[src/lsd_pkg.sv]
// Shared types and constants of the LIFO stack with dump.
package lsd_pkg;

  localparam int DATA_W = 32;

  localparam logic [1:0] CMD_PUSH  = 2'd0;
  localparam logic [1:0] CMD_POP   = 2'd1;
  localparam logic [1:0] CMD_CLEAR = 2'd2;
  localparam logic [1:0] CMD_DUMP  = 2'd3;

  localparam logic [1:0] ST_OK    = 2'd0;
  localparam logic [1:0] ST_FULL  = 2'd1;
  localparam logic [1:0] ST_EMPTY = 2'd2;

  localparam logic [1:0] DSEL_ZERO = 2'd0;
  localparam logic [1:0] DSEL_VAL  = 2'd1;
  localparam logic [1:0] DSEL_RAM  = 2'd2;

  typedef struct packed {
    logic       in_ready;
    logic       ram_wr;
    logic       cnt_inc;
    logic       cnt_dec;
    logic       cnt_clr;
    logic       rd_first;
    logic       rd_next;
    logic       load;
    logic [1:0] res_status;
    logic [1:0] res_dsel;
    logic       res_last;
  } ctl_cmd_t;

  typedef struct packed {
    logic       in_valid;
    logic [1:0] cmd;
    logic       empty;
    logic       full;
    logic       ptr_zero;
    logic       slot_free;
  } ctl_stat_t;

endpackage

[src/lsd_if.sv]
// Valid/ready channel interfaces for command words and result words.
interface lsd_req_if;
  logic              valid;
  logic              ready;
  logic [1:0]        command;
  logic signed [31:0] push_value;

  modport source (output valid, output command, output push_value, input ready);
  modport sink (input valid, input command, input push_value, output ready);
endinterface

interface lsd_rsp_if;
  logic              valid;
  logic              ready;
  logic [1:0]        status;
  logic signed [31:0] data_value;
  logic              last_of_run;

  modport source (output valid, output status, output data_value, output last_of_run,
                  input ready);
  modport sink (input valid, input status, input data_value, input last_of_run,
                output ready);
endinterface

[src/lifo_stack_with_dump.sv]
// Top level of the LIFO stack with dump.
// A command word is registered when taken in IDLE and executed in EXEC; push, clear
// and a pop or dump of an empty stack finish there, else READ emits the entries read,
// one entry read and emitted per cycle while the output register is free.
// A result word not yet taken holds the controller until the output register frees.
// Synchronous reset empties the stack and drops any pending result word.
module lifo_stack_with_dump #(
  parameter int DEPTH = 16
) (
  input logic       clk,
  input logic       rst,
  lsd_req_if.sink   req,
  lsd_rsp_if.source rsp
);
  import lsd_pkg::*;

  ctl_cmd_t  cmd;
  ctl_stat_t stat;

  lsd_ctrl u_ctrl (
    .clk (clk),
    .rst (rst),
    .stat(stat),
    .cmd (cmd)
  );

  lsd_dp #(
    .DEPTH(DEPTH)
  ) u_dp (
    .clk (clk),
    .rst (rst),
    .req (req),
    .rsp (rsp),
    .cmd (cmd),
    .stat(stat)
  );

endmodule

[src/lsd_ram.sv]
// Generic single-write, single-read RAM with registered read data.
module lsd_ram #(
  parameter int WIDTH = 32,
  parameter int DEPTH = 16
) (
  input  logic                                       clk,
  input  logic                                       we,
  input  logic [((DEPTH > 1) ? $clog2(DEPTH) : 1)-1:0] waddr,
  input  logic [WIDTH-1:0]                           wdata,
  input  logic                                       re,
  input  logic [((DEPTH > 1) ? $clog2(DEPTH) : 1)-1:0] raddr,
  output logic [WIDTH-1:0]                           rdata
);

  logic [WIDTH-1:0] mem [DEPTH];

  always_ff @(posedge clk) begin
    if (we) begin
      mem[waddr] <= wdata;
    end
    if (re) begin
      rdata <= mem[raddr];
    end
  end

endmodule

[src/lsd_ctrl.sv]
// Controller state machine that sequences each command word.
module lsd_ctrl (
  input  logic              clk,
  input  logic              rst,
  input  lsd_pkg::ctl_stat_t stat,
  output lsd_pkg::ctl_cmd_t  cmd
);
  import lsd_pkg::*;

  localparam logic [1:0] S_IDLE = 2'd0;
  localparam logic [1:0] S_EXEC = 2'd1;
  localparam logic [1:0] S_READ = 2'd2;

  logic [1:0] state;
  logic [1:0] state_next;

  always_ff @(posedge clk) begin
    if (rst) begin
      state <= S_IDLE;
    end else begin
      state <= state_next;
    end
  end

  always_comb begin
    cmd        = '0;
    state_next = state;
    unique case (state)
      S_IDLE: begin
        cmd.in_ready = 1'b1;
        if (stat.in_valid) begin
          state_next = S_EXEC;
        end
      end
      S_EXEC: begin
        unique case (stat.cmd)
          CMD_PUSH: begin
            if (stat.slot_free) begin
              cmd.load     = 1'b1;
              cmd.res_last = 1'b1;
              if (stat.full) begin
                cmd.res_status = ST_FULL;
                cmd.res_dsel   = DSEL_ZERO;
              end else begin
                cmd.ram_wr     = 1'b1;
                cmd.cnt_inc    = 1'b1;
                cmd.res_status = ST_OK;
                cmd.res_dsel   = DSEL_VAL;
              end
              state_next = S_IDLE;
            end
          end
          CMD_CLEAR: begin
            if (stat.slot_free) begin
              cmd.load       = 1'b1;
              cmd.res_last   = 1'b1;
              cmd.res_dsel   = DSEL_ZERO;
              cmd.res_status = stat.empty ? ST_EMPTY : ST_OK;
              cmd.cnt_clr    = 1'b1;
              state_next     = S_IDLE;
            end
          end
          CMD_POP, CMD_DUMP: begin
            if (stat.empty) begin
              if (stat.slot_free) begin
                cmd.load       = 1'b1;
                cmd.res_last   = 1'b1;
                cmd.res_status = ST_EMPTY;
                cmd.res_dsel   = DSEL_ZERO;
                state_next     = S_IDLE;
              end
            end else begin
              cmd.rd_first = 1'b1;
              cmd.cnt_dec  = (stat.cmd == CMD_POP);
              state_next   = S_READ;
            end
          end
          default: begin
            state_next = S_IDLE;
          end
        endcase
      end
      S_READ: begin
        if (stat.slot_free) begin
          cmd.load       = 1'b1;
          cmd.res_status = ST_OK;
          cmd.res_dsel   = DSEL_RAM;
          cmd.res_last   = (stat.cmd == CMD_POP) || stat.ptr_zero;
          if (cmd.res_last) begin
            state_next = S_IDLE;
          end else begin
            cmd.rd_next = 1'b1;
          end
        end
      end
      default: begin
        state_next = S_IDLE;
      end
    endcase
  end

`ifndef SYNTHESIS
  a_read_only_for_pop_dump: assert property (@(posedge clk) disable iff (rst)
    (state == S_READ) |-> (stat.cmd == CMD_POP || stat.cmd == CMD_DUMP))
    else $error("read state entered for a command that reads nothing");
  a_no_read_when_empty: assert property (@(posedge clk) disable iff (rst)
    cmd.rd_first |-> !stat.empty)
    else $error("stack read issued while empty");
  a_single_count_update: assert property (@(posedge clk) disable iff (rst)
    $onehot0({cmd.cnt_inc, cmd.cnt_dec, cmd.cnt_clr}))
    else $error("more than one fill count update in a cycle");
`endif

endmodule

[src/lsd_dp.sv]
// Datapath: fill count, entry memory, dump pointer and result register.
module lsd_dp #(
  parameter int DEPTH = 16
) (
  input  logic               clk,
  input  logic               rst,
  lsd_req_if.sink            req,
  lsd_rsp_if.source          rsp,
  input  lsd_pkg::ctl_cmd_t  cmd,
  output lsd_pkg::ctl_stat_t stat
);
  import lsd_pkg::*;

  localparam int AW = (DEPTH > 1) ? $clog2(DEPTH) : 1;
  localparam int CW = $clog2(DEPTH + 1);

  logic [1:0]        cmd_q;
  logic [DATA_W-1:0] val_q;
  logic [CW-1:0]     count;
  logic [AW-1:0]     ptr;
  logic [AW-1:0]     raddr;
  logic [AW-1:0]     top_addr;
  logic [DATA_W-1:0] rdata;
  logic              out_valid;
  logic [1:0]        out_status;
  logic [DATA_W-1:0] out_data;
  logic              out_last;
  logic              full;
  logic              slot_free;

  assign full      = (count == CW'(DEPTH));
  assign slot_free = !out_valid || rsp.ready;
  assign top_addr  = AW'(count - CW'(1));
  assign raddr     = cmd.rd_first ? top_addr : (ptr - AW'(1));

  assign stat.in_valid  = req.valid;
  assign stat.cmd       = cmd_q;
  assign stat.empty     = (count == '0);
  assign stat.full      = full;
  assign stat.ptr_zero  = (ptr == '0);
  assign stat.slot_free = slot_free;

  assign req.ready       = cmd.in_ready;
  assign rsp.valid       = out_valid;
  assign rsp.status      = out_status;
  assign rsp.data_value  = out_data;
  assign rsp.last_of_run = out_last;

  lsd_ram #(
    .WIDTH(DATA_W),
    .DEPTH(DEPTH)
  ) u_ram (
    .clk  (clk),
    .we   (cmd.ram_wr),
    .waddr(count[AW-1:0]),
    .wdata(val_q),
    .re   (cmd.rd_first || cmd.rd_next),
    .raddr(raddr),
    .rdata(rdata)
  );

  always_ff @(posedge clk) begin
    if (cmd.in_ready && req.valid) begin
      cmd_q <= req.command;
      val_q <= req.push_value;
    end
    if (cmd.rd_first || cmd.rd_next) begin
      ptr <= raddr;
    end
    if (cmd.load) begin
      out_status <= cmd.res_status;
      out_last   <= cmd.res_last;
      unique case (cmd.res_dsel)
        DSEL_VAL: out_data <= val_q;
        DSEL_RAM: out_data <= rdata;
        default:  out_data <= '0;
      endcase
    end
  end

  always_ff @(posedge clk) begin
    if (rst) begin
      count     <= '0;
      out_valid <= 1'b0;
    end else begin
      priority if (cmd.cnt_clr) begin
        count <= '0;
      end else if (cmd.cnt_inc) begin
        count <= count + CW'(1);
      end else if (cmd.cnt_dec) begin
        count <= count - CW'(1);
      end
      if (cmd.load) begin
        out_valid <= 1'b1;
      end else if (rsp.ready) begin
        out_valid <= 1'b0;
      end
    end
  end

`ifndef SYNTHESIS
  a_count_in_range: assert property (@(posedge clk) disable iff (rst)
    count <= CW'(DEPTH))
    else $error("fill count beyond depth");
  a_no_write_when_full: assert property (@(posedge clk) disable iff (rst)
    cmd.ram_wr |-> !full)
    else $error("entry written while stack full");
  a_no_overwrite: assert property (@(posedge clk) disable iff (rst)
    cmd.load |-> slot_free)
    else $error("result register overwritten before its word was taken");
`endif

endmodule
[src/flat_wrapper.sv]
// flat-port wrapper written by rule: the top's interface ports become plain ports
module lifo_stack_with_dump_flat import lsd_pkg::*;
#(
  parameter int DEPTH = 16
)
  (clk, rst, req_valid, req_command, req_push_value, req_ready, rsp_valid, rsp_status, rsp_data_value, rsp_last_of_run, rsp_ready);
  lsd_req_if req_i ();
  lsd_rsp_if rsp_i ();
  input logic clk;
  input logic rst;
  input wire logic [$bits(req_i.valid)-1:0] req_valid;
  input wire logic [$bits(req_i.command)-1:0] req_command;
  input wire logic [$bits(req_i.push_value)-1:0] req_push_value;
  output wire logic [$bits(req_i.ready)-1:0] req_ready;
  output wire logic [$bits(rsp_i.valid)-1:0] rsp_valid;
  output wire logic [$bits(rsp_i.status)-1:0] rsp_status;
  output wire logic [$bits(rsp_i.data_value)-1:0] rsp_data_value;
  output wire logic [$bits(rsp_i.last_of_run)-1:0] rsp_last_of_run;
  input wire logic [$bits(rsp_i.ready)-1:0] rsp_ready;
  assign req_i.valid = req_valid;
  assign req_i.command = req_command;
  assign req_i.push_value = req_push_value;
  assign req_ready = req_i.ready;
  assign rsp_valid = rsp_i.valid;
  assign rsp_status = rsp_i.status;
  assign rsp_data_value = rsp_i.data_value;
  assign rsp_last_of_run = rsp_i.last_of_run;
  assign rsp_i.ready = rsp_ready;
  lifo_stack_with_dump #(.DEPTH(DEPTH)) u_core (.clk(clk), .rst(rst), .req(req_i), .rsp(rsp_i));
endmodule
[config.mk]
export PLATFORM = sky130hd
export DESIGN_NAME = lifo_stack_with_dump_flat
export DESIGN_NICKNAME = d
export VERILOG_FILES = /design/src/lsd_pkg.sv /design/src/lsd_if.sv /design/src/lifo_stack_with_dump.sv /design/src/lsd_ram.sv /design/src/lsd_ctrl.sv /design/src/lsd_dp.sv /design/src/flat_wrapper.sv
export SDC_FILE = /design/constraint.sdc
export NUM_CORES = 1
export LEC_CHECK = 0
export ABC_AREA = 0
export BUFFER_PORTS_ARGS = -buffer_cell sky130_fd_sc_hd__buf_2
export CELL_PAD_IN_SITES_DETAIL_PLACEMENT = 0
export CELL_PAD_IN_SITES_GLOBAL_PLACEMENT = 2
export CORE_MARGIN = 5
export CORE_UTILIZATION = 53
export DETAILED_ROUTE_END_ITERATION = 16
export PLACE_DENSITY_LB_ADDON = 0.2
export SLEW_MARGIN = 20
export SYNTH_ARGS = -nofsm -noshare
export SYNTH_HDL_FRONTEND = slang
export SYNTH_HIERARCHICAL = 1
export SYNTH_SLANG_ARGS = --single-unit
[constraint.sdc]
create_clock -name clk -period 7.87 [get_ports clk]
set_input_delay 0.787 -clock clk [delete_from_list [all_inputs] [get_ports clk]]
set_output_delay 0.787 -clock clk [all_outputs]
set_load 0.02 [all_outputs]
==> impl_metrics.csv <==
group,metric,value,unit
logic_synthesis,synth_seq_cells,625,
drt,wirelength,52200,um
timing,drv_slew,0,
critical_path,critPathMaxFanout,107,
layout,fillCellCount,3202,
global_routing,grt_pass1_vias,11600,
timing,period_needed,4.48,ns
pwr,leakage,0.00836,uW
critical_path,reg2reg_depth,12,
pwr,ir_drop,0.188,mV
global_routing,grt_pass1_wl,77200,um
timing,setup_tns,0,ns
die,io_pins,75,
clocking,cts_tree,"done",
critical_path,reg2reg_from,"u_core/u_dp/count[0]$_SDFFE_PP0P_",
layout,final_common_cell,"edfxtp_1",
layout,mostFrequentLayoutCells,"edfxtp_1, mux4_2, a22oi_1",
die,die_w,221,um
layout,nets,1246,
timing,finalCritPeriodShare,56.9,%
critical_path,slowest_delay,0.72,ns
hold_path,min-delay-start,"req_push_value[12]",
die,die_height,221,um
drt,wire_per_inst,28.4,um
clocking,clkLatencyLatePin,0.62,ns
layout,fin_util,60.5,%
timing,worst_clock_skew,0.0161,ns
flow_run,max_cap_viol_count,0,
pwr,p_per_area,251,mW/mm2
logic_synthesis,synthTopCellsByArea,"edfxtp_1, mux4_2, a22oi_1, nor2_1, dfxtp_1",
timing,finalWorstSetupSlack,3.39,ns
timing,setup_viol,0,
hold_path,whs_endpoint,"u_core/u_dp/val_q[12]$_DFFE_PP_",
placement,placed_cells_incl_taps,1729,
placement,dp_slack,3.26,ns
die,rows,77,
logic_synthesis,avgSynthCellArea,21.6,um2
hold_path,whs_path_depth,1,
layout,drive_gt1_share,27.9,%
placement,io_buffers,74,
logic_synthesis,synth_nets,1140,
logic_synthesis,ys_async_sr_fraction,0,%
timing,max_freq,0.223,GHz
logic_synthesis,syn_area,0.0236,mm2
clocking,path_clk_slew,0.06,ns
critical_path,start_kind,"flop",
critical_path,critical_path_class,"flop to flop",
critical_path,crit_slowest_cell,"buf_12",
critical_path,cpMostUsedCell,"nand2_1",
die,design.core.area,0.0441,mm2
critical_path,cp.required,8.23,ns
critical_path,reg2reg_slack,3.39,ns
global_routing,globalRoute.totalOverflow,0,
logic_synthesis,synthCells,1094,
run_status,status,"completed",
drt,ant_nets,0,
timing,rsz0062_at_grt,"no",
timing,tightest_slew,1.10,ns
global_routing,antenna_found_initial,0,
layout,area.growth.synth_to_final,13.2,%
logic_synthesis,ys_seq_area_share,79.3,%
clocking,cts_resized,0,
logic_synthesis,synth_top_cell_by_area,"edfxtp_1",
global_routing,grt_max_degree,130,
die,dieArea,0.0488,mm2
clocking,ctsHoldBuffers,0,
hold_path,hold_path_class,"input port to flop",
layout,final_cells,1841,
logic_synthesis,synth_top_flop_cell,"edfxtp_1",
clocking,cts_setup_buffers,0,
layout,antennaDiodeCount,0,
logic_synthesis,ys_types,43,
logic_synthesis,synth_top_area_share,78.6,%
drt,firstDrtPassIters,5,
clocking,root_buffer,"clkbuf_16",
global_routing,grt.total_usage,21.4,%
logic_synthesis,synth_edf_count,617,
placement,dp_hpwl,24600,um
timing,finalHoldViolations,0,
drt,vias,11200,
critical_path,cp_data_arrival_time,4.83,ns
critical_path,r2r-end,"u_core/u_dp/u_ram/rdata[25]$_DFFE_PP_",
drt,drt_iter0_drc,1162,
clocking,h-tree-depth,2,
clocking,clock-sinks,625,
critical_path,path_cells,"inv_1 > ha_1 > nand2_1 > nor2_1 > nor2b_1 > and2_1 > mux2i_4 > buf_4 > buf_12 > mux4_2 > a22oi_1 > nand2_1",
clocking,cts_buffer_depth,3,
timing,slew_headroom,26.6,%
placement,gp_congestion,0.723,
drt,drcViolationCount,0,
clocking,cts_made_buffers,61,
logic_synthesis,synth_warnings,6,
drt,vias_per_cell,6.11,
die,start_util,53.4,%
critical_path,endpoint_kind,"flop",
sequential cells by signal, summed over array words and instances (netlist names):
signal,cells
u_core/u_dp/u_ram/mem,512
u_core/u_dp/rsp.data_value,32
u_core/u_dp/u_ram/rdata,32
u_core/u_dp/val_q,32
u_core/u_dp/count,5
u_core/u_dp/ptr,4
u_core/u_ctrl/state,2
u_core/u_dp/cmd_q,2
u_core/u_dp/rsp.status,2
u_core/u_dp/rsp.last_of_run,1
u_core/u_dp/rsp.valid,1
critical path, delay by kind of cell (launching register included):
family	cells	cell delay, ns
buffers and inverters	3	1.30
DFF	1	0.66
AOI/OAI and AO/OA	1	0.22
adders and majority gates	1	0.28
and+or+nand+nor	5	0.82
muxes	2	0.87
cell usage after synthesis (5+ instances only):
cell type,count
a21oi_1,6
a22oi_1,96
buf_1,10
buf_2,13
buf_4,14
clkbuf_1,21
dfxtp_1,8
edfxtp_1,617
ha_1,8
inv_1,13
mux2i_1,5
mux4_2,128
nand2_1,42
nand2b_1,5
nor2_1,54
nor3_1,8
per-stage QoR:
stage	hold WS, ns	power [uW]	instance area (um2)
after CTS	0.299	6780	26700
after floorplan	0.456	3950	23600
after detailed placement	0.497	4050	24800
after global routing	0.306	6950	26700
after global placement	0.482	4040	24800
final	0.340	6710	26700
cells by family after synthesis:
| kind of cell | Yosys count | share of synthesized area (%) |
|---|---|---|
| and+or+nand+nor | 139 | 2.75 |
| DFF | 625 | 79.3 |
| adders and majority gates | 8 | 0.425 |
| buffers and inverters | 71 | 1.42 |
| AOI/OAI and AO/OA | 113 | 3.51 |
| muxes | 133 | 12.4 |
| xor gates and xnor gates | 5 | 0.186 |
power by group:
part,switching (uW),internal (uW),total (uW)
logic,126,76.4,202
clock network,1200,1530,2730
registers,59.0,3710,3770
how the worst max path moves through the flow:
stage / startpoint / end / slack [ns] / cells past startpoint
final: u_core/u_dp/count[0]$_SDFFE_PP0P_ / u_core/u_dp/u_ram/rdata[25]$_DFFE_PP_ / 3.39 / 12
after global routing: u_core/u_dp/count[0]$_SDFFE_PP0P_ / u_core/u_dp/u_ram/rdata[17]$_DFFE_PP_ / 2.84 / 12
after CTS: u_core/u_dp/count[0]$_SDFFE_PP0P_ / u_core/u_dp/u_ram/rdata[25]$_DFFE_PP_ / 3.26 / 12
after detailed placement: u_core/u_dp/count[0]$_SDFFE_PP0P_ / u_core/u_dp/u_ram/rdata[25]$_DFFE_PP_ / 3.26 / 12
after global placement: u_core/u_dp/count[0]$_SDFFE_PP0P_ / u_core/u_dp/u_ram/rdata[11]$_DFFE_PP_ / 3.33 / 12
after floorplan: u_core/u_dp/count[0]$_SDFFE_PP0P_ / u_core/u_dp/u_ram/mem[0][0]$_DFFE_PP_ / 2.93 / 8
layout make-up:
type,instances,area (um2),share of cell area (%)
clock inverters,41,287,1.07
flip-flops and latches,625,18700,70.0
well taps,592,741,2.78
multi-input cells,398,4740,17.7
repair buffers,101,598,2.24
inverters,13,48.8,0.183
clock buffers,71,1590,5.94
metal layers:
| layer | global-route usage [%] | share of wire (%) | vias up |
|---|---|---|---|
| met5 | 0 | 0 | - |
| met4 | 5.30 | 2.2 | 0 |
| met3 | 4.04 | 6.3 | 76 |
| met2 | 35.4 | 50 | 363 |
| met1 | 30.1 | 42 | 6033 |
| li1 | - | - | 4770 |
No activity file was read; power rests on OpenSTA's default activity.
